$ cat config.mk
export PLATFORM = sky130hd
export DESIGN_NAME = spi_nor_flash_command_sequencer_flat
export DESIGN_NICKNAME = d
export VERILOG_FILES = /design/src/snfcs_pkg.sv /design/src/snfcs_if.sv /design/src/snfcs_decode.sv /design/src/spi_nor_flash_command_sequencer.sv /design/src/flat_wrapper.sv
export SDC_FILE = /design/constraint.sdc
export NUM_CORES = 1
export LEC_CHECK = 0
export ABC_AREA = 1
export BUFFER_PORTS_ARGS = -buffer_cell sky130_fd_sc_hd__buf_2
export CORE_MARGIN = 1
export CORE_UTILIZATION = 30
export CTS_CLUSTER_DIAMETER = 80
export CTS_CLUSTER_SIZE = 25
export DETAILED_ROUTE_END_ITERATION = 12
export PLACE_DENSITY_LB_ADDON = 0.12
export SYNTH_ARGS = -nofsm -noshare
export SYNTH_HDL_FRONTEND = slang
export SYNTH_HIERARCHICAL = 1
export SYNTH_SLANG_ARGS = --single-unit
$ cat constraint.sdc
create_clock -name i_clk -period 7.4 [get_ports i_clk]
set_clock_uncertainty 0.1 [all_clocks]
set_input_delay 0 -clock i_clk [delete_from_list [all_inputs] [get_ports i_clk]]
set_output_delay 0 -clock i_clk [all_outputs]
set_load 0.01 [all_outputs]
$ cat src/snfcs_pkg.sv
// ----------------------------------------------------------------------------
// snfcs_pkg
// Shared types, command codes and helpers for the SPI NOR flash command
// sequencer.
// ----------------------------------------------------------------------------
package snfcs_pkg;

    // field widths
    localparam int unsigned ADDR_W      = 24;
    localparam int unsigned CNT_W       = 16;
    localparam int unsigned OP_W        = 3;
    localparam int unsigned ACT_W       = 2;
    localparam int unsigned PAGE_BYTES  = 256;
    localparam int unsigned PAGE_W      = $clog2(PAGE_BYTES + 1);
    localparam int unsigned MAX_RESULTS = 9;
    localparam int unsigned IDX_W       = $clog2(MAX_RESULTS + 1);

    // host operation codes
    localparam logic [OP_W-1:0] OP_READ        = 3'd0;
    localparam logic [OP_W-1:0] OP_WRITE_START = 3'd1;
    localparam logic [OP_W-1:0] OP_WRITE_BYTE  = 3'd2;
    localparam logic [OP_W-1:0] OP_STATUS_BYTE = 3'd3;
    localparam logic [OP_W-1:0] OP_SECTOR_ERASE = 3'd4;
    localparam logic [OP_W-1:0] OP_CHIP_ERASE  = 3'd5;
    localparam logic [OP_W-1:0] OP_LINK_ERROR  = 3'd6;

    // spi byte actions
    localparam logic [ACT_W-1:0] ACT_SEND = 2'd0;
    localparam logic [ACT_W-1:0] ACT_RECV = 2'd1;
    localparam logic [ACT_W-1:0] ACT_END  = 2'd2;
    localparam logic [ACT_W-1:0] ACT_DONE = 2'd3;

    // flash command bytes
    localparam logic [7:0] CMD_WREN = 8'h06;
    localparam logic [7:0] CMD_RDSR = 8'h05;
    localparam logic [7:0] CMD_READ = 8'h03;
    localparam logic [7:0] CMD_PP   = 8'h02;
    localparam logic [7:0] CMD_SE   = 8'h20;
    localparam logic [7:0] CMD_CE   = 8'hC7;
    localparam logic [7:0] BUSY_BIT = 8'h01;

    typedef enum logic [1:0] {
        PH_IDLE = 2'd0,
        PH_DATA = 2'd1,
        PH_POLL = 2'd2
    } t_phase;

    typedef struct packed {
        t_phase              phase;
        logic [ADDR_W-1:0]   cursor_address;
        logic [CNT_W-1:0]    bytes_remaining;
        logic [PAGE_W-1:0]   page_bytes_left;
    } t_state;

    typedef struct packed {
        logic [ACT_W-1:0] action;
        logic [7:0]       tx_byte;
        logic [CNT_W-1:0] rx_count;
        logic             ok;
    } t_result;

    function automatic t_result mk_res(logic [ACT_W-1:0] act, logic [7:0] tx,
                                       logic [CNT_W-1:0] rx, logic ok);
        t_result r;
        r.action   = act;
        r.tx_byte  = tx;
        r.rx_count = rx;
        r.ok       = ok;
        return r;
    endfunction

    function automatic t_result mk_send(logic [7:0] tx);
        return mk_res(ACT_SEND, tx, '0, 1'b0);
    endfunction

    function automatic t_result mk_ctl(logic [ACT_W-1:0] act);
        return mk_res(act, 8'h00, '0, 1'b0);
    endfunction

endpackage

$ cat src/snfcs_if.sv
// ----------------------------------------------------------------------------
// snfcs_cmd_if / snfcs_act_if
// Valid/ready channels for host requests and spi byte actions.
// ----------------------------------------------------------------------------
interface snfcs_cmd_if;
    logic                         valid;
    logic                         ready;
    logic [snfcs_pkg::OP_W-1:0]   op;
    logic [snfcs_pkg::ADDR_W-1:0] address;
    logic [snfcs_pkg::CNT_W-1:0]  byte_count;
    logic [7:0]                   data_byte;

    modport source (output valid, op, address, byte_count, data_byte, input ready);
    modport sink   (input valid, op, address, byte_count, data_byte, output ready);
endinterface

interface snfcs_act_if;
    logic                         valid;
    logic                         ready;
    logic [snfcs_pkg::ACT_W-1:0]  action;
    logic [7:0]                   tx_byte;
    logic [snfcs_pkg::CNT_W-1:0]  rx_count;
    logic                         ok;
    logic                         last;

    modport source (output valid, action, tx_byte, rx_count, ok, last, input ready);
    modport sink   (input valid, action, tx_byte, rx_count, ok, last, output ready);
endinterface

$ cat src/snfcs_decode.sv
// ----------------------------------------------------------------------------
// snfcs_decode
// Single-pass decode of one host request against the sequencer state:
// next state plus the full list of spi actions the request causes.
// ----------------------------------------------------------------------------
module snfcs_decode (
    input  logic [snfcs_pkg::OP_W-1:0]   i_op,
    input  logic [snfcs_pkg::ADDR_W-1:0] i_address,
    input  logic [snfcs_pkg::CNT_W-1:0]  i_byte_count,
    input  logic [7:0]                   i_data_byte,
    input  snfcs_pkg::t_state            i_state,
    output snfcs_pkg::t_state            o_state,
    output snfcs_pkg::t_result           o_list [snfcs_pkg::MAX_RESULTS],
    output logic [snfcs_pkg::IDX_W-1:0]  o_count
);
    import snfcs_pkg::*;

    logic              is_idle_start;
    logic [ADDR_W-1:0] pg_cursor;
    logic [CNT_W-1:0]  pg_remaining;
    logic [PAGE_W-1:0] pg_room;
    logic [PAGE_W-1:0] pg_len;
    t_result           pg_hdr [6];
    logic [PAGE_W-1:0] page_dec;
    logic [CNT_W-1:0]  rem_dec;

    // page start operands: new request in idle, stored cursor otherwise
    assign is_idle_start = (i_state.phase == PH_IDLE);
    assign pg_cursor     = is_idle_start ? i_address : i_state.cursor_address;
    assign pg_remaining  = is_idle_start ? i_byte_count : i_state.bytes_remaining;
    assign pg_room       = PAGE_W'(PAGE_BYTES) - PAGE_W'(pg_cursor % PAGE_BYTES);
    assign pg_len        = (pg_remaining < CNT_W'(pg_room)) ? PAGE_W'(pg_remaining)
                                                            : pg_room;

    // write-enable transaction then page-program header
    always_comb begin
        pg_hdr[0] = mk_send(CMD_WREN);
        pg_hdr[1] = mk_ctl(ACT_END);
        pg_hdr[2] = mk_send(CMD_PP);
        pg_hdr[3] = mk_send(pg_cursor[23:16]);
        pg_hdr[4] = mk_send(pg_cursor[15:8]);
        pg_hdr[5] = mk_send(pg_cursor[7:0]);
    end

    // saturating decrements for data bytes
    assign page_dec = (i_state.page_bytes_left != '0) ? i_state.page_bytes_left - 1'b1
                                                      : '0;
    assign rem_dec  = (i_state.bytes_remaining != '0) ? i_state.bytes_remaining - 1'b1
                                                      : '0;

    // request decode
    always_comb begin
        o_state = i_state;
        o_count = '0;
        for (int k = 0; k < MAX_RESULTS; k++) begin
            o_list[k] = mk_ctl(ACT_SEND);
        end

        unique case (i_state.phase)
            PH_IDLE: begin
                unique case (i_op)
                    OP_READ: begin
                        o_list[0] = mk_send(CMD_READ);
                        o_list[1] = mk_send(i_address[23:16]);
                        o_list[2] = mk_send(i_address[15:8]);
                        o_list[3] = mk_send(i_address[7:0]);
                        o_list[4] = mk_res(ACT_RECV, 8'h00, i_byte_count, 1'b0);
                        o_list[5] = mk_ctl(ACT_END);
                        o_list[6] = mk_res(ACT_DONE, 8'h00, '0, 1'b1);
                        o_count   = IDX_W'(7);
                    end
                    OP_WRITE_START: begin
                        o_state.cursor_address  = i_address;
                        o_state.bytes_remaining = i_byte_count;
                        if (i_byte_count == '0) begin
                            o_list[0] = mk_res(ACT_DONE, 8'h00, '0, 1'b1);
                            o_count   = IDX_W'(1);
                        end else begin
                            for (int k = 0; k < 6; k++) begin
                                o_list[k] = pg_hdr[k];
                            end
                            o_state.page_bytes_left = pg_len;
                            o_state.phase           = PH_DATA;
                            o_count                 = IDX_W'(6);
                        end
                    end
                    OP_SECTOR_ERASE: begin
                        o_list[0] = mk_send(CMD_WREN);
                        o_list[1] = mk_ctl(ACT_END);
                        o_list[2] = mk_send(CMD_SE);
                        o_list[3] = mk_send(i_address[23:16]);
                        o_list[4] = mk_send(i_address[15:8]);
                        o_list[5] = mk_send(i_address[7:0]);
                        o_list[6] = mk_ctl(ACT_END);
                        o_list[7] = mk_send(CMD_RDSR);
                        o_list[8] = mk_res(ACT_RECV, 8'h00, CNT_W'(1), 1'b0);
                        o_state.bytes_remaining = '0;
                        o_state.phase           = PH_POLL;
                        o_count                 = IDX_W'(9);
                    end
                    OP_CHIP_ERASE: begin
                        o_list[0] = mk_send(CMD_WREN);
                        o_list[1] = mk_ctl(ACT_END);
                        o_list[2] = mk_send(CMD_CE);
                        o_list[3] = mk_ctl(ACT_END);
                        o_list[4] = mk_send(CMD_RDSR);
                        o_list[5] = mk_res(ACT_RECV, 8'h00, CNT_W'(1), 1'b0);
                        o_state.bytes_remaining = '0;
                        o_state.phase           = PH_POLL;
                        o_count                 = IDX_W'(6);
                    end
                    default: ;
                endcase
            end
            PH_DATA, PH_POLL: begin
                if (i_op == OP_LINK_ERROR) begin
                    // abort: close the transaction and fail the request
                    o_list[0] = mk_ctl(ACT_END);
                    o_list[1] = mk_res(ACT_DONE, 8'h00, '0, 1'b0);
                    o_count   = IDX_W'(2);
                    o_state.phase           = PH_IDLE;
                    o_state.bytes_remaining = '0;
                    o_state.page_bytes_left = '0;
                end else if (i_state.phase == PH_DATA) begin
                    if (i_op == OP_WRITE_BYTE) begin
                        o_list[0] = mk_send(i_data_byte);
                        o_count   = IDX_W'(1);
                        o_state.cursor_address  = i_state.cursor_address + 1'b1;
                        o_state.bytes_remaining = rem_dec;
                        o_state.page_bytes_left = page_dec;
                        if (page_dec == '0) begin
                            // page complete: close and start polling
                            o_list[1]     = mk_ctl(ACT_END);
                            o_list[2]     = mk_send(CMD_RDSR);
                            o_list[3]     = mk_res(ACT_RECV, 8'h00, CNT_W'(1), 1'b0);
                            o_count       = IDX_W'(4);
                            o_state.phase = PH_POLL;
                        end
                    end
                end else begin
                    if (i_op == OP_STATUS_BYTE) begin
                        o_list[0] = mk_ctl(ACT_END);
                        if ((i_data_byte & BUSY_BIT) != 8'h00) begin
                            o_list[1] = mk_send(CMD_RDSR);
                            o_list[2] = mk_res(ACT_RECV, 8'h00, CNT_W'(1), 1'b0);
                            o_count   = IDX_W'(3);
                        end else if (i_state.bytes_remaining != '0) begin
                            // next page of the write
                            for (int k = 0; k < 6; k++) begin
                                o_list[k + 1] = pg_hdr[k];
                            end
                            o_state.page_bytes_left = pg_len;
                            o_state.phase           = PH_DATA;
                            o_count                 = IDX_W'(7);
                        end else begin
                            o_list[1] = mk_res(ACT_DONE, 8'h00, '0, 1'b1);
                            o_count   = IDX_W'(2);
                            o_state.phase           = PH_IDLE;
                            o_state.bytes_remaining = '0;
                            o_state.page_bytes_left = '0;
                        end
                    end
                end
            end
            default: begin
                o_state.phase           = PH_IDLE;
                o_state.bytes_remaining = '0;
                o_state.page_bytes_left = '0;
            end
        endcase
    end

endmodule

$ cat src/spi_nor_flash_command_sequencer.sv
// ----------------------------------------------------------------------------
// spi_nor_flash_command_sequencer
// Turns host flash requests into spi byte actions, splitting writes at page
// boundaries and polling the busy bit after programs and erases.
//
//   channel  dir  payload                                  handshake
//   i_cmd    in   op, address, byte_count, data_byte       valid/ready
//   o_act    out  action, tx_byte, rx_count, ok, last      valid/ready
//
// A request is decoded in its accept cycle into a list of up to nine actions
// held in a list register; the list drains one action per cycle into the
// output register while o_act is not stalled. The next request is taken in
// the cycle the last action of the current list moves to the output register.
// A stall on o_act holds the output register and the list. Reset is
// synchronous, active low, and returns the sequencer to idle with an empty
// list and no output.
// ----------------------------------------------------------------------------
module spi_nor_flash_command_sequencer (
    input  logic        i_clk,
    input  logic        i_rst_n,
    snfcs_cmd_if.sink   i_cmd,
    snfcs_act_if.source o_act
);
    import snfcs_pkg::*;

    t_state             r_state;
    t_state             n_state;
    t_result            r_list [MAX_RESULTS];
    t_result            dec_list [MAX_RESULTS];
    logic [IDX_W-1:0]   r_cnt;
    logic [IDX_W-1:0]   dec_cnt;
    logic [IDX_W-1:0]   r_idx;
    t_result            r_out;
    logic               r_out_valid;
    logic               r_out_last;
    logic               list_take;
    logic               list_final;
    logic               cmd_accept;

    snfcs_decode u_decode (
        .i_op         (i_cmd.op),
        .i_address    (i_cmd.address),
        .i_byte_count (i_cmd.byte_count),
        .i_data_byte  (i_cmd.data_byte),
        .i_state      (r_state),
        .o_state      (n_state),
        .o_list       (dec_list),
        .o_count      (dec_cnt)
    );

    // list drain and request handshake
    assign list_take   = (r_cnt != '0) && (!r_out_valid || o_act.ready);
    assign list_final  = list_take && (r_idx == r_cnt - 1'b1);
    assign i_cmd.ready = (r_cnt == '0) || list_final;
    assign cmd_accept  = i_cmd.valid && i_cmd.ready;

    // sequencer state and action list
    always_ff @(posedge i_clk) begin
        if (!i_rst_n) begin
            r_state.phase           <= PH_IDLE;
            r_state.cursor_address  <= '0;
            r_state.bytes_remaining <= '0;
            r_state.page_bytes_left <= '0;
            r_cnt                   <= '0;
            r_idx                   <= '0;
        end else if (cmd_accept) begin
            r_state <= n_state;
            r_cnt   <= dec_cnt;
            r_idx   <= '0;
        end else if (list_final) begin
            r_cnt <= '0;
            r_idx <= '0;
        end else if (list_take) begin
            r_idx <= r_idx + 1'b1;
        end
    end

    // list payload
    always_ff @(posedge i_clk) begin
        if (cmd_accept) begin
            r_list <= dec_list;
        end
    end

    // output register
    always_ff @(posedge i_clk) begin
        if (!i_rst_n) begin
            r_out_valid <= 1'b0;
        end else if (list_take) begin
            r_out_valid <= 1'b1;
        end else if (o_act.ready) begin
            r_out_valid <= 1'b0;
        end
    end

    always_ff @(posedge i_clk) begin
        if (list_take) begin
            r_out      <= r_list[r_idx];
            r_out_last <= (r_idx == r_cnt - 1'b1);
        end
    end

    assign o_act.valid    = r_out_valid;
    assign o_act.action   = r_out.action;
    assign o_act.tx_byte  = r_out.tx_byte;
    assign o_act.rx_count = r_out.rx_count;
    assign o_act.ok       = r_out.ok;
    assign o_act.last     = r_out_last;

endmodule

$ cat src/flat_wrapper.sv
// flat-port wrapper written by rule: the top's interface ports become plain ports
module spi_nor_flash_command_sequencer_flat import snfcs_pkg::*;
  (i_clk, i_rst_n, i_cmd_valid, i_cmd_op, i_cmd_address, i_cmd_byte_count, i_cmd_data_byte, i_cmd_ready, o_act_valid, o_act_action, o_act_tx_byte, o_act_rx_count, o_act_ok, o_act_last, o_act_ready);
  snfcs_cmd_if i_cmd_i ();
  snfcs_act_if o_act_i ();
  input  logic i_clk;
  input  logic i_rst_n;
  input wire logic [$bits(i_cmd_i.valid)-1:0] i_cmd_valid;
  input wire logic [$bits(i_cmd_i.op)-1:0] i_cmd_op;
  input wire logic [$bits(i_cmd_i.address)-1:0] i_cmd_address;
  input wire logic [$bits(i_cmd_i.byte_count)-1:0] i_cmd_byte_count;
  input wire logic [$bits(i_cmd_i.data_byte)-1:0] i_cmd_data_byte;
  output wire logic [$bits(i_cmd_i.ready)-1:0] i_cmd_ready;
  output wire logic [$bits(o_act_i.valid)-1:0] o_act_valid;
  output wire logic [$bits(o_act_i.action)-1:0] o_act_action;
  output wire logic [$bits(o_act_i.tx_byte)-1:0] o_act_tx_byte;
  output wire logic [$bits(o_act_i.rx_count)-1:0] o_act_rx_count;
  output wire logic [$bits(o_act_i.ok)-1:0] o_act_ok;
  output wire logic [$bits(o_act_i.last)-1:0] o_act_last;
  input wire logic [$bits(o_act_i.ready)-1:0] o_act_ready;
  assign i_cmd_i.valid = i_cmd_valid;
  assign i_cmd_i.op = i_cmd_op;
  assign i_cmd_i.address = i_cmd_address;
  assign i_cmd_i.byte_count = i_cmd_byte_count;
  assign i_cmd_i.data_byte = i_cmd_data_byte;
  assign i_cmd_ready = i_cmd_i.ready;
  assign o_act_valid = o_act_i.valid;
  assign o_act_action = o_act_i.action;
  assign o_act_tx_byte = o_act_i.tx_byte;
  assign o_act_rx_count = o_act_i.rx_count;
  assign o_act_ok = o_act_i.ok;
  assign o_act_last = o_act_i.last;
  assign o_act_i.ready = o_act_ready;
  spi_nor_flash_command_sequencer u_core (.i_clk(i_clk), .i_rst_n(i_rst_n), .i_cmd(i_cmd_i), .o_act(o_act_i));
endmodule
== Word level (Yosys, flattened, before mapping) ==
Cells that the tools add are included.

* Divide/modulo/power cells: 0
* $add $sub $neg: 6
* Bitwise gates (word level): 2
* Equal/unequal tests: 21
* Shift-type cells: 0
* Magnitude comparators: 2
* Muxes and demuxes: 63
* Multiply operators: 0
* Reduce and logical (&&, ||, !) cells: 24

{| class="wikitable"
|+ Operators with widths
! operator !! count
|-
| $pmux 162 s4 || 1
|-
| $mux 135 || 3
|-
| $pmux 189 s2 || 1
|-
| $mux 108 || 2
|-
| $mux 189 || 1
|-
| $mux 81 || 2
|-
| $bmux 27 s4 || 1
|-
| $mux 27 || 4
|-
| $mux 54 || 2
|-
| $mux 106 || 1
|-
| $mux 25 || 4
|-
| $mux 24 || 4
|-
| $pmux 27 s2 || 1
|-
| $mux 51 || 1
|-
| $pmux 25 s2 || 1
|-
| $mux 16 || 3
|-
| $pmux 24 s2 || 1
|-
| $mux 47 || 1
|-
| $mux 9 || 5
|-
| $pmux 16 s2 || 1
|-
| $add 24x1->24 const B || 1
|-
| $ne 4x4->1 const B || 5
|-
| $mux 3 || 6
|-
| $reduce_and 6->1 || 3
|-
| other kinds (40) || 63
|}

* Input port bits: 55
* Output and inout bits: 30
* Register bits: 331
* Bits in read-only memories: 0
* Latch bits: 0
* RAM bits: 0
* Memories kept: 0

== Depth between registers and ports, before layout ==
Gate-level depths: netlist of run 1.

* Word-level depth: 11
* Depth in mapped cells: 29

== By module ==
Netlist of run 1, hierarchy kept.

{| class="wikitable"
|+ By module, submodules not included
! module !! cells each !! times used !! sequential area each (µm²) !! area an instance (µm²)
|-
| spi_nor_flash_command_sequencer || 1093 || 1 || 9339.0 || 13053.8
|-
| snfcs_decode || 1160 || 1 || 0.0 || 6093.3
|}

== Worst setup path before layout of run 1 ==
Ideal clock, no wire load.

* Kind: register to register
* Start: register u_core.r_cnt[0]
* End: register u_core/r_list[0] (netlist bit), enable pin
* Data arrival time: 6.450 ns
* Slack: 0.256 ns
* Cell stages (with the launch flop): 11
* Clock period less this slack: 7.144 ns
* Path through: dfxtp_1 inv_1 ha_1 nand3_4 nand2_4 inv_2 nand3_4 nand2_4 buf_6 nand2_1 inv_1

* Cells in the longest elaborated chain, start to end: 5
* Elaborated cells on any way between the ends: 8

{| class="wikitable"
|+ RTL lines
! what !! line !! RTL
|-
| start: declaration || spi_nor_flash_command_sequencer.sv:30 || <nowiki>logic [IDX_W-1:0] r_cnt;</nowiki>
|-
| start signal: assignment || spi_nor_flash_command_sequencer.sv:68 || <nowiki>r_cnt <= dec_cnt;</nowiki>
|-
| $reduce_bool 4->1 || spi_nor_flash_command_sequencer.sv:52 || <nowiki>assign list_take = (r_cnt != '0) && (!r_out_valid || o_act.ready);</nowiki>
|-
| $logic_and 1x1->1 || spi_nor_flash_command_sequencer.sv:52 ||
|-
| named net u_core.list_take || spi_nor_flash_command_sequencer.sv:36 || <nowiki>logic list_take;</nowiki>
|-
| $logic_and 1x1->1 || spi_nor_flash_command_sequencer.sv:53 || <nowiki>assign list_final = list_take && (r_idx == r_cnt - 1'b1);</nowiki>
|-
| $logic_or 1x1->1 || spi_nor_flash_command_sequencer.sv:54 || <nowiki>assign i_cmd.ready = (r_cnt == '0) || list_final;</nowiki>
|-
| $logic_and 1x1->1 || spi_nor_flash_command_sequencer.sv:55 || <nowiki>assign cmd_accept = i_cmd.valid && i_cmd.ready;</nowiki>
|-
| named net u_core.cmd_accept || spi_nor_flash_command_sequencer.sv:38 || <nowiki>logic cmd_accept;</nowiki>
|-
| end signal: assignment || spi_nor_flash_command_sequencer.sv:81 || <nowiki>r_list <= dec_list;</nowiki>
|-
| end: declaration || spi_nor_flash_command_sequencer.sv:28 || <nowiki>t_result r_list [MAX_RESULTS];</nowiki>
|}

The timed path passes the listed nets, and every way through them passes these cells.
A chain may end at the register's enable or synchronous reset.

==> out/qor.yml, run 1 <==
status: "complete, no violations"
die_h_um: 255
ys_ff_latch: 331
ys_async_sr_fraction_pct: 0
core-area_um2: 63100
design_area_um2: 21200
hold_path.class: "input port to register"
insertion_delay_ns: 0.58
diodes: 0
rsz0062_at_grt: "no"
drive_gt1_share_pct: 9.94
multi_input_area_um2: 7680
io_buffer_count: 84
antenna_found_initial: 1
ir_worst_vdd_v: 0.000159
regArea_um2: 9340
cp.arrival_ns: 4.89
grt-ovfl-total: 0
syn_area_um2: 19100
synth_flop_cell: "edfxtp_1"
synthCells: 2253
hpwl_mm: 41.0
r2r_cells: 14
hold_end: "u_core/r_list[80]$_DFFE_PP_"
fin_crit_sh_pct: 60.5
power.density_nw_per_um2: 264
synth-edff-count: 271
endpoint_kind: "register"
io_pins: 85
worstReg2RegEnd: "u_core/r_state[12]$_SDFFE_PN0P_"
yosys_warnings: 6
drc: 0
numCtsBuffers: 28
crit_chain: "inv_1 > ha_2 > inv_1 > nor2_1 > nand2_1 > clkinv_1 > nand2_1 > o21ai_0 > inv_1 > nand3_1 > dlygate4sd3_1 > nand2_1 > nor2_1 > dlygate4sd3_1"
drtPass1Iterations: 6
power_uw: 5600
crit_type: "register to register"
grt.total_usage_pct: 18.5
vias: 15400
tightest_slew_ns: 1.05
synth_cell_types: 56
clockBufferDepth: 3
grt_pass1_wl_mm: 90.8
use_met2_pct: 30.2
wirelength_mm: 60.5
min_from: "i_cmd_op[1]"
use_met3_pct: 2.30
critPathMaxStageDelay_ns: 0.62
num-fill-cells: 6784
cp_slowest_cell: "nor2_1"
ant_nets: 0
finalHoldViolations: 0
worst_hold_slack_ns: 0.0630
p_leak_uw: 0.00845
cts_tree: "done"
crit_buf_inv: 6
cpLargestDelayFamily: "buffers and inverters"
die_w_um: 255
drtIter0Drc: 1190
ctsHtreeMaxLevel: 1
cts-root-buf: "clkbuf_16"
path_max_fanout: 15
timing.rr.start: "u_core/r_state[49]$_SDFFE_PN0P_"
cts_sinks: 331
place_area_um2: 19600
drv_slew: 0
hold_depth: 4
path_clk_slew_ns: 0.08
gp_congestion: 0.889
area_delta_synth_final_pct: 10.7
crit_required_ns: 7.82
gr-usage-met1_pct: 25.6
top_usage_layer: "met2"
cp_num_cells: 14
finalNetCount: 2384
wire_per_inst_um: 19.0
relSlewSlack_pct: 29.9
grt_pass1_vias: 14400
setup_viol: 0
setup-tns-final_ns: 0
die_area_um2: 64800
period_minus_slack_ns: 4.48
drt-vias-per-instance: 4.84
cts_resized: 0
fp-row-count: 92
max_cap_viol_count: 0
avgSynthCellArea_um2: 8.50
start_util_pct: 30.4
fmax_mhz: 223
startpoint_type: "register"
grt_max_degree: 132
rrSetupSlack_ns: 2.92
yosysSeqAreaShare_pct: 48.8
==> final cells by class <==
| class | count | area share, % |
|---|---|---|
| clock buffer | 30 | 3.44 |
| clock inverter | 22 | 1.30 |
| inverter | 251 | 4.50 |
| multi-input combinational | 1537 | 36.2 |
| sequential | 331 | 44.1 |
| tap | 846 | 4.99 |
| timing repair buffer | 163 | 5.50 |
==> per-layer routing <==
layer	wire (um)	vias to the layer above
met5	10	-
met4	1410	2
met3	3310	79
met2	28200	434
met1	27500	7323
li1	-	7552
==> worst max path at each step <==
stage	from	endpoint	slack [ns]
2_1_floorplan	u_core/r_cnt[0]$_SDFFE_PN0P_	u_core/r_list[0]$_DFFE_PP_	0.26
3_3_place_gp	u_core/r_cnt[0]$_SDFFE_PN0P_	u_core/r_list[137]$_DFFE_PP_	3.12
3_5_place_dp	u_core/r_cnt[0]$_SDFFE_PN0P_	u_core/r_list[10]$_DFFE_PP_	3.01
4_1_cts	u_core/r_state[49]$_SDFFE_PN0P_	u_core/r_state[12]$_SDFFE_PN0P_	2.89
5_1_grt	u_core/r_state[50]$_SDFFE_PN0P_	u_core/r_state[6]$_SDFFE_PN0P_	2.62
6_report	u_core/r_state[49]$_SDFFE_PN0P_	u_core/r_state[12]$_SDFFE_PN0P_	2.92
==> cell families (layout without fill, tap and decap cells) <==
group / after synthesis / count (layout) / synth area share [%]
AND/OR/NAND/NOR: 803 / 803 / 18.0
buffers and inverters: 532 / 466 / 14.0
AO/OA/AOI/OAI: 552 / 552 / 17.3
XOR/XNOR: 17 / 17 / 0.778
flip-flops: 331 / 331 / 48.8
adder cells (fa/ha/maj): 17 / 17 / 1.11
other: 1 / 148 / 0.0196
==> timing repair <==
| item | in CTS | in global routing |
|---|---|---|
| hold buffers | 60 | 0 |
| endpoints found under the setup margin | 0 | 0 |
| endpoints found under the hold margin | 106 | 0 |
| setup buffers | 0 | 0 |
==> power by group <==
group          switching, uW  internal [uW]
logic                   1050            449
registers                134           2320
clock network            810            829
==> Yosys cell counts, types with 15 or more instances <==
master,count,area (um2)
inv_2,16,60.1
edfxtp_1,271,8140
nand2_1,313,1170
nand3_1,128,641
nand4_1,20,125
clkbuf_1,75,282
o221ai_1,49,429
o22ai_1,33,206
buf_2,23,115
a21oi_1,107,536
inv_1,232,871
o21ai_1,15,75.1
a21oi_2,21,184
a31oi_1,36,225
nor3_1,15,75.1
xor2_1,17,149
buf_4,162,1220
buf_1,16,60.1
dfxtp_1,60,1200
o21ai_0,228,1140
nor2_1,289,1080
ha_1,17,213
==> cells in the final DEF, fill, tap and decap left out, types with 20 or more instances in the layout <==
master,n
nor2_1,289
inv_1,230
dlygate4sd3_1,60
a31oi_1,36
o22ai_1,33
nand3_1,128
a21oi_2,21
o221ai_1,49
clkbuf_16,29
a21oi_1,107
edfxtp_1,271
nand4_1,20
conb_1,148
nand2_1,313
dfxtp_1,58
buf_2,83
buf_4,20
o21ai_0,228
==> flip-flops by register name (all words and copies together) (netlist names) <==
register and cells:
u_core/r_list 243, u_core/o_act.action 2, u_core/o_act.last 1, u_core/o_act.tx_byte 8, u_core/o_act.valid 1, u_core/r_cnt 4, u_core/r_state 51, u_core/o_act.ok 1
u_core/r_idx 4, u_core/o_act.rx_count 16
==> worst min-delay path, delay by kind of cell <==
family / cells / cell delay (ns)
AND/OR/NAND/NOR: 3 / 0.35
buffers and inverters: 1 / 0.20
==> metrics by stage <==
step / cells / utilization [%] / setup WS (ns)
finish: 3180 / 33.6 / 2.92
CTS: 3180 / 33.6 / 2.89
global placement: 3068 / 31.1 / 3.12
floorplan: 2400 / - / 0.256
detailed placement: 3068 / 31.1 / 3.01
global route: 3180 / 33.6 / 2.62
Note: power is estimated with default switching activity, not from simulation.
==> run 2: changes to the inputs <==
==> constraint.sdc (replaced) <==
create_clock -name i_clk -period 4.1 [get_ports i_clk]
set_clock_uncertainty 0.1 [all_clocks]
set_input_delay 0 -clock i_clk [delete_from_list [all_inputs] [get_ports i_clk]]
set_output_delay 0 -clock i_clk [all_outputs]
set_load 0.01 [all_outputs]
==> run 2 against run 1 <==
Fmax grew 19%. Routed wire length increased by 1.8%. Non-clock buffer count increased by 33. Core utilization is 0.46 points higher. First-iteration DRC count rose by 12%. Cell area increased by 1.4%. Global-route usage is 0.30 points higher. Largest cell class unchanged.
==> out/qor.yml, run 2 (synthesis gave the netlist of run 1 again) <==
grt_pass1_vias: 14500  # +0.54%
drive_gt1_share_pct: 11.4  # +1.5 points
hold_path.class: "input port to register"
start_util_pct: 30.4  # unchanged
area_delta_synth_final_pct: 12.3
clockBufferDepth: 3  # unchanged
grt-ovfl-total: 0  # unchanged
regMostFlops: "u_core/r_list"
wire_per_inst_um: 19.2  # +0.74%
cts_tree: "done"
drt-vias-per-instance: 4.84  # about the same
final_cells: 3212  # +1.0%
place_area_um2: 19900  # +1.4%
drtPass1Iterations: 6  # unchanged
design_area_um2: 21500  # +1.4%
die_h_um: 255  # unchanged
io_buffer_count: 84  # unchanged
layout_commonest_cell: "nand2_1"
insertion_delay_ns: 0.58  # about the same
tightest_slew_ns: 0.867  # -0.185 ns
setup_viol: 0  # unchanged
r2r_cells: 23  # +9
dp_cells: 3097  # +0.95%
path_clk_slew_ns: 0.08  # about the same
fin_crit_sh_pct: 91.5  # +31 points
die_w_um: 255  # unchanged
p_leak_uw: 0.00862  # +2.0%
num-fill-cells: 6683  # -1.5%
largest_reg_flops: 243  # unchanged
fp-row-count: 92  # unchanged
cp-startpoint: "u_core/r_state[49]$_SDFFE_PN0P_"
power.density_nw_per_um2: 472  # +79%
crit_type: "register to register"
power_uw: 10200  # +81%
min_from: "i_cmd_op[1]"
hpwl_mm: 42.6  # +3.8%
cts-root-buf: "clkbuf_16"
antenna_found_initial: 2  # +1
path_max_fanout: 20  # +5
final_cell_mix: "nand2_1, nor2_1, edfxtp_1, inv_1, o21ai_0"
relSlewSlack_pct: 42.1  # +12 points
rrSetupSlack_ns: 0.35  # -2.58 ns
grt_pass1_wl_mm: 92.1  # +1.4%
max_cap_viol_count: 0  # unchanged
fmax_mhz: 267  # +19%
period_minus_slack_ns: 3.75  # -0.724 ns
wirelength_mm: 61.5  # +1.8%
drtIter0Drc: 1336  # +12%
drv_slew: 0  # unchanged
ctsHtreeMaxLevel: 1  # unchanged
final_core_util_pct: 34.1  # +0.46 points
ir_worst_vdd_v: 0.000265  # +66%
regArea_um2: 9350  # about the same
numCtsBuffers: 27  # -3.6%
cp.arrival_ns: 4.17  # -0.72 ns
ant_nets: 0  # unchanged
multi_input_area_um2: 7720  # +0.57%
gp_congestion: 0.859  # -3.3%
finalNetCount: 2416  # +1.3%
critPathCapture: "u_core/r_state[8]$_SDFFE_PN0P_"
rsz0062_at_grt: "no"
worstReg2RegEnd: "u_core/r_state[8]$_SDFFE_PN0P_"
drc: 0  # unchanged
crit_required_ns: 4.52  # -3.30 ns
endpoint_kind: "register"
status: "complete, no violations"
timing.rr.start: "u_core/r_state[49]$_SDFFE_PN0P_"
cts_sinks: 331  # unchanged
grt_max_degree: 119  # -9.8%
startpoint_type: "register"
io_pins: 85  # unchanged
core-area_um2: 63100  # unchanged
vias: 15600  # +1.1%
die_area_um2: 64800  # unchanged
finalHoldViolations: 0  # unchanged
grt.total_usage_pct: 18.8  # +0.30 points
run 2: critical path, stage by stage (launching register included):
cell	delay (ns)
dfxtp_1	0.37
inv_1	0.13
ha_4	0.24
inv_2	0.09
buf_4	0.22
a21oi_2	0.32
nand3_1	0.16
xor2_1	0.28
ha_1	0.31
a21oi_1	0.16
nor2_1	0.05
a211oi_1	0.16
nand2_1	0.12
nand2_4	0.14
nand2_4	0.10
nand2_1	0.11
nand3_1	0.08
nand2_1	0.08
nand2_1	0.05
a21oi_1	0.13
inv_1	0.05
nand3_1	0.07
nand2_1	0.05
nor2_1	0.09
run 2: routing by layer:
| layer | vias to the layer above | wire (um) | GRT usage, % |
|---|---|---|---|
| met5 | - | 11 | 0 |
| met4 | 2 | 1220 | 4.79 |
| met3 | 71 | 3410 | 2.75 |
| met2 | 434 | 28700 | 30.7 |
| met1 | 7424 | 28200 | 25.8 |
| li1 | 7621 | - | - |
run 2: metrics by stage:
stage	hold slack, ns	setup TNS (ns)	worst slack [ns]
after floorplan	0.0861	-311.08	-1.28
after global placement	0.281	0	0.229
after detailed placement	0.285	0	0.156
after CTS	0.000768	0	0.128
after global routing	0.0363	0	0.0123
final	0.0266	0	0.349
run 2: cell type report:
class	instances	share of cell area [%]
antenna	1	0.0116
sequential	331	43.5
clock buffer	28	3.16
timing repair buffer	196	6.71
inverter	251	4.48
multi-input combinational	1537	35.9
clock inverter	22	1.33
tap	846	4.92
run 2: how the worst min path moves through the flow:
stage,to,depth (start not counted)
2_1_floorplan,u_core/r_list[184]$_DFFE_PP_,1
3_3_place_gp,u_core/r_list[236]$_DFFE_PP_,3
6_report,u_core/r_list[153]$_DFFE_PP_,4
4_1_cts,u_core/r_list[233]$_DFFE_PP_,4
5_1_grt,u_core/r_list[153]$_DFFE_PP_,4
3_5_place_dp,u_core/r_list[239]$_DFFE_PP_,3
run 2: power breakdown:
| part | internal (uW) | switching [uW] | total, uW |
|---|---|---|---|
| Sequential | 4190 | 244 | 4430 |
| Combinational | 900 | 1940 | 2840 |
| Clock | 1380 | 1490 | 2880 |
run 2: timing repair:
| item | CTS | global route |
|---|---|---|
| setup buffers | 0 | 3 |
| hold buffers | 61 | 0 |
| resized for setup | 0 | 5 |
| endpoints found under the hold margin | 121 | 0 |
| setup endpoints to repair | 0 | 12 |
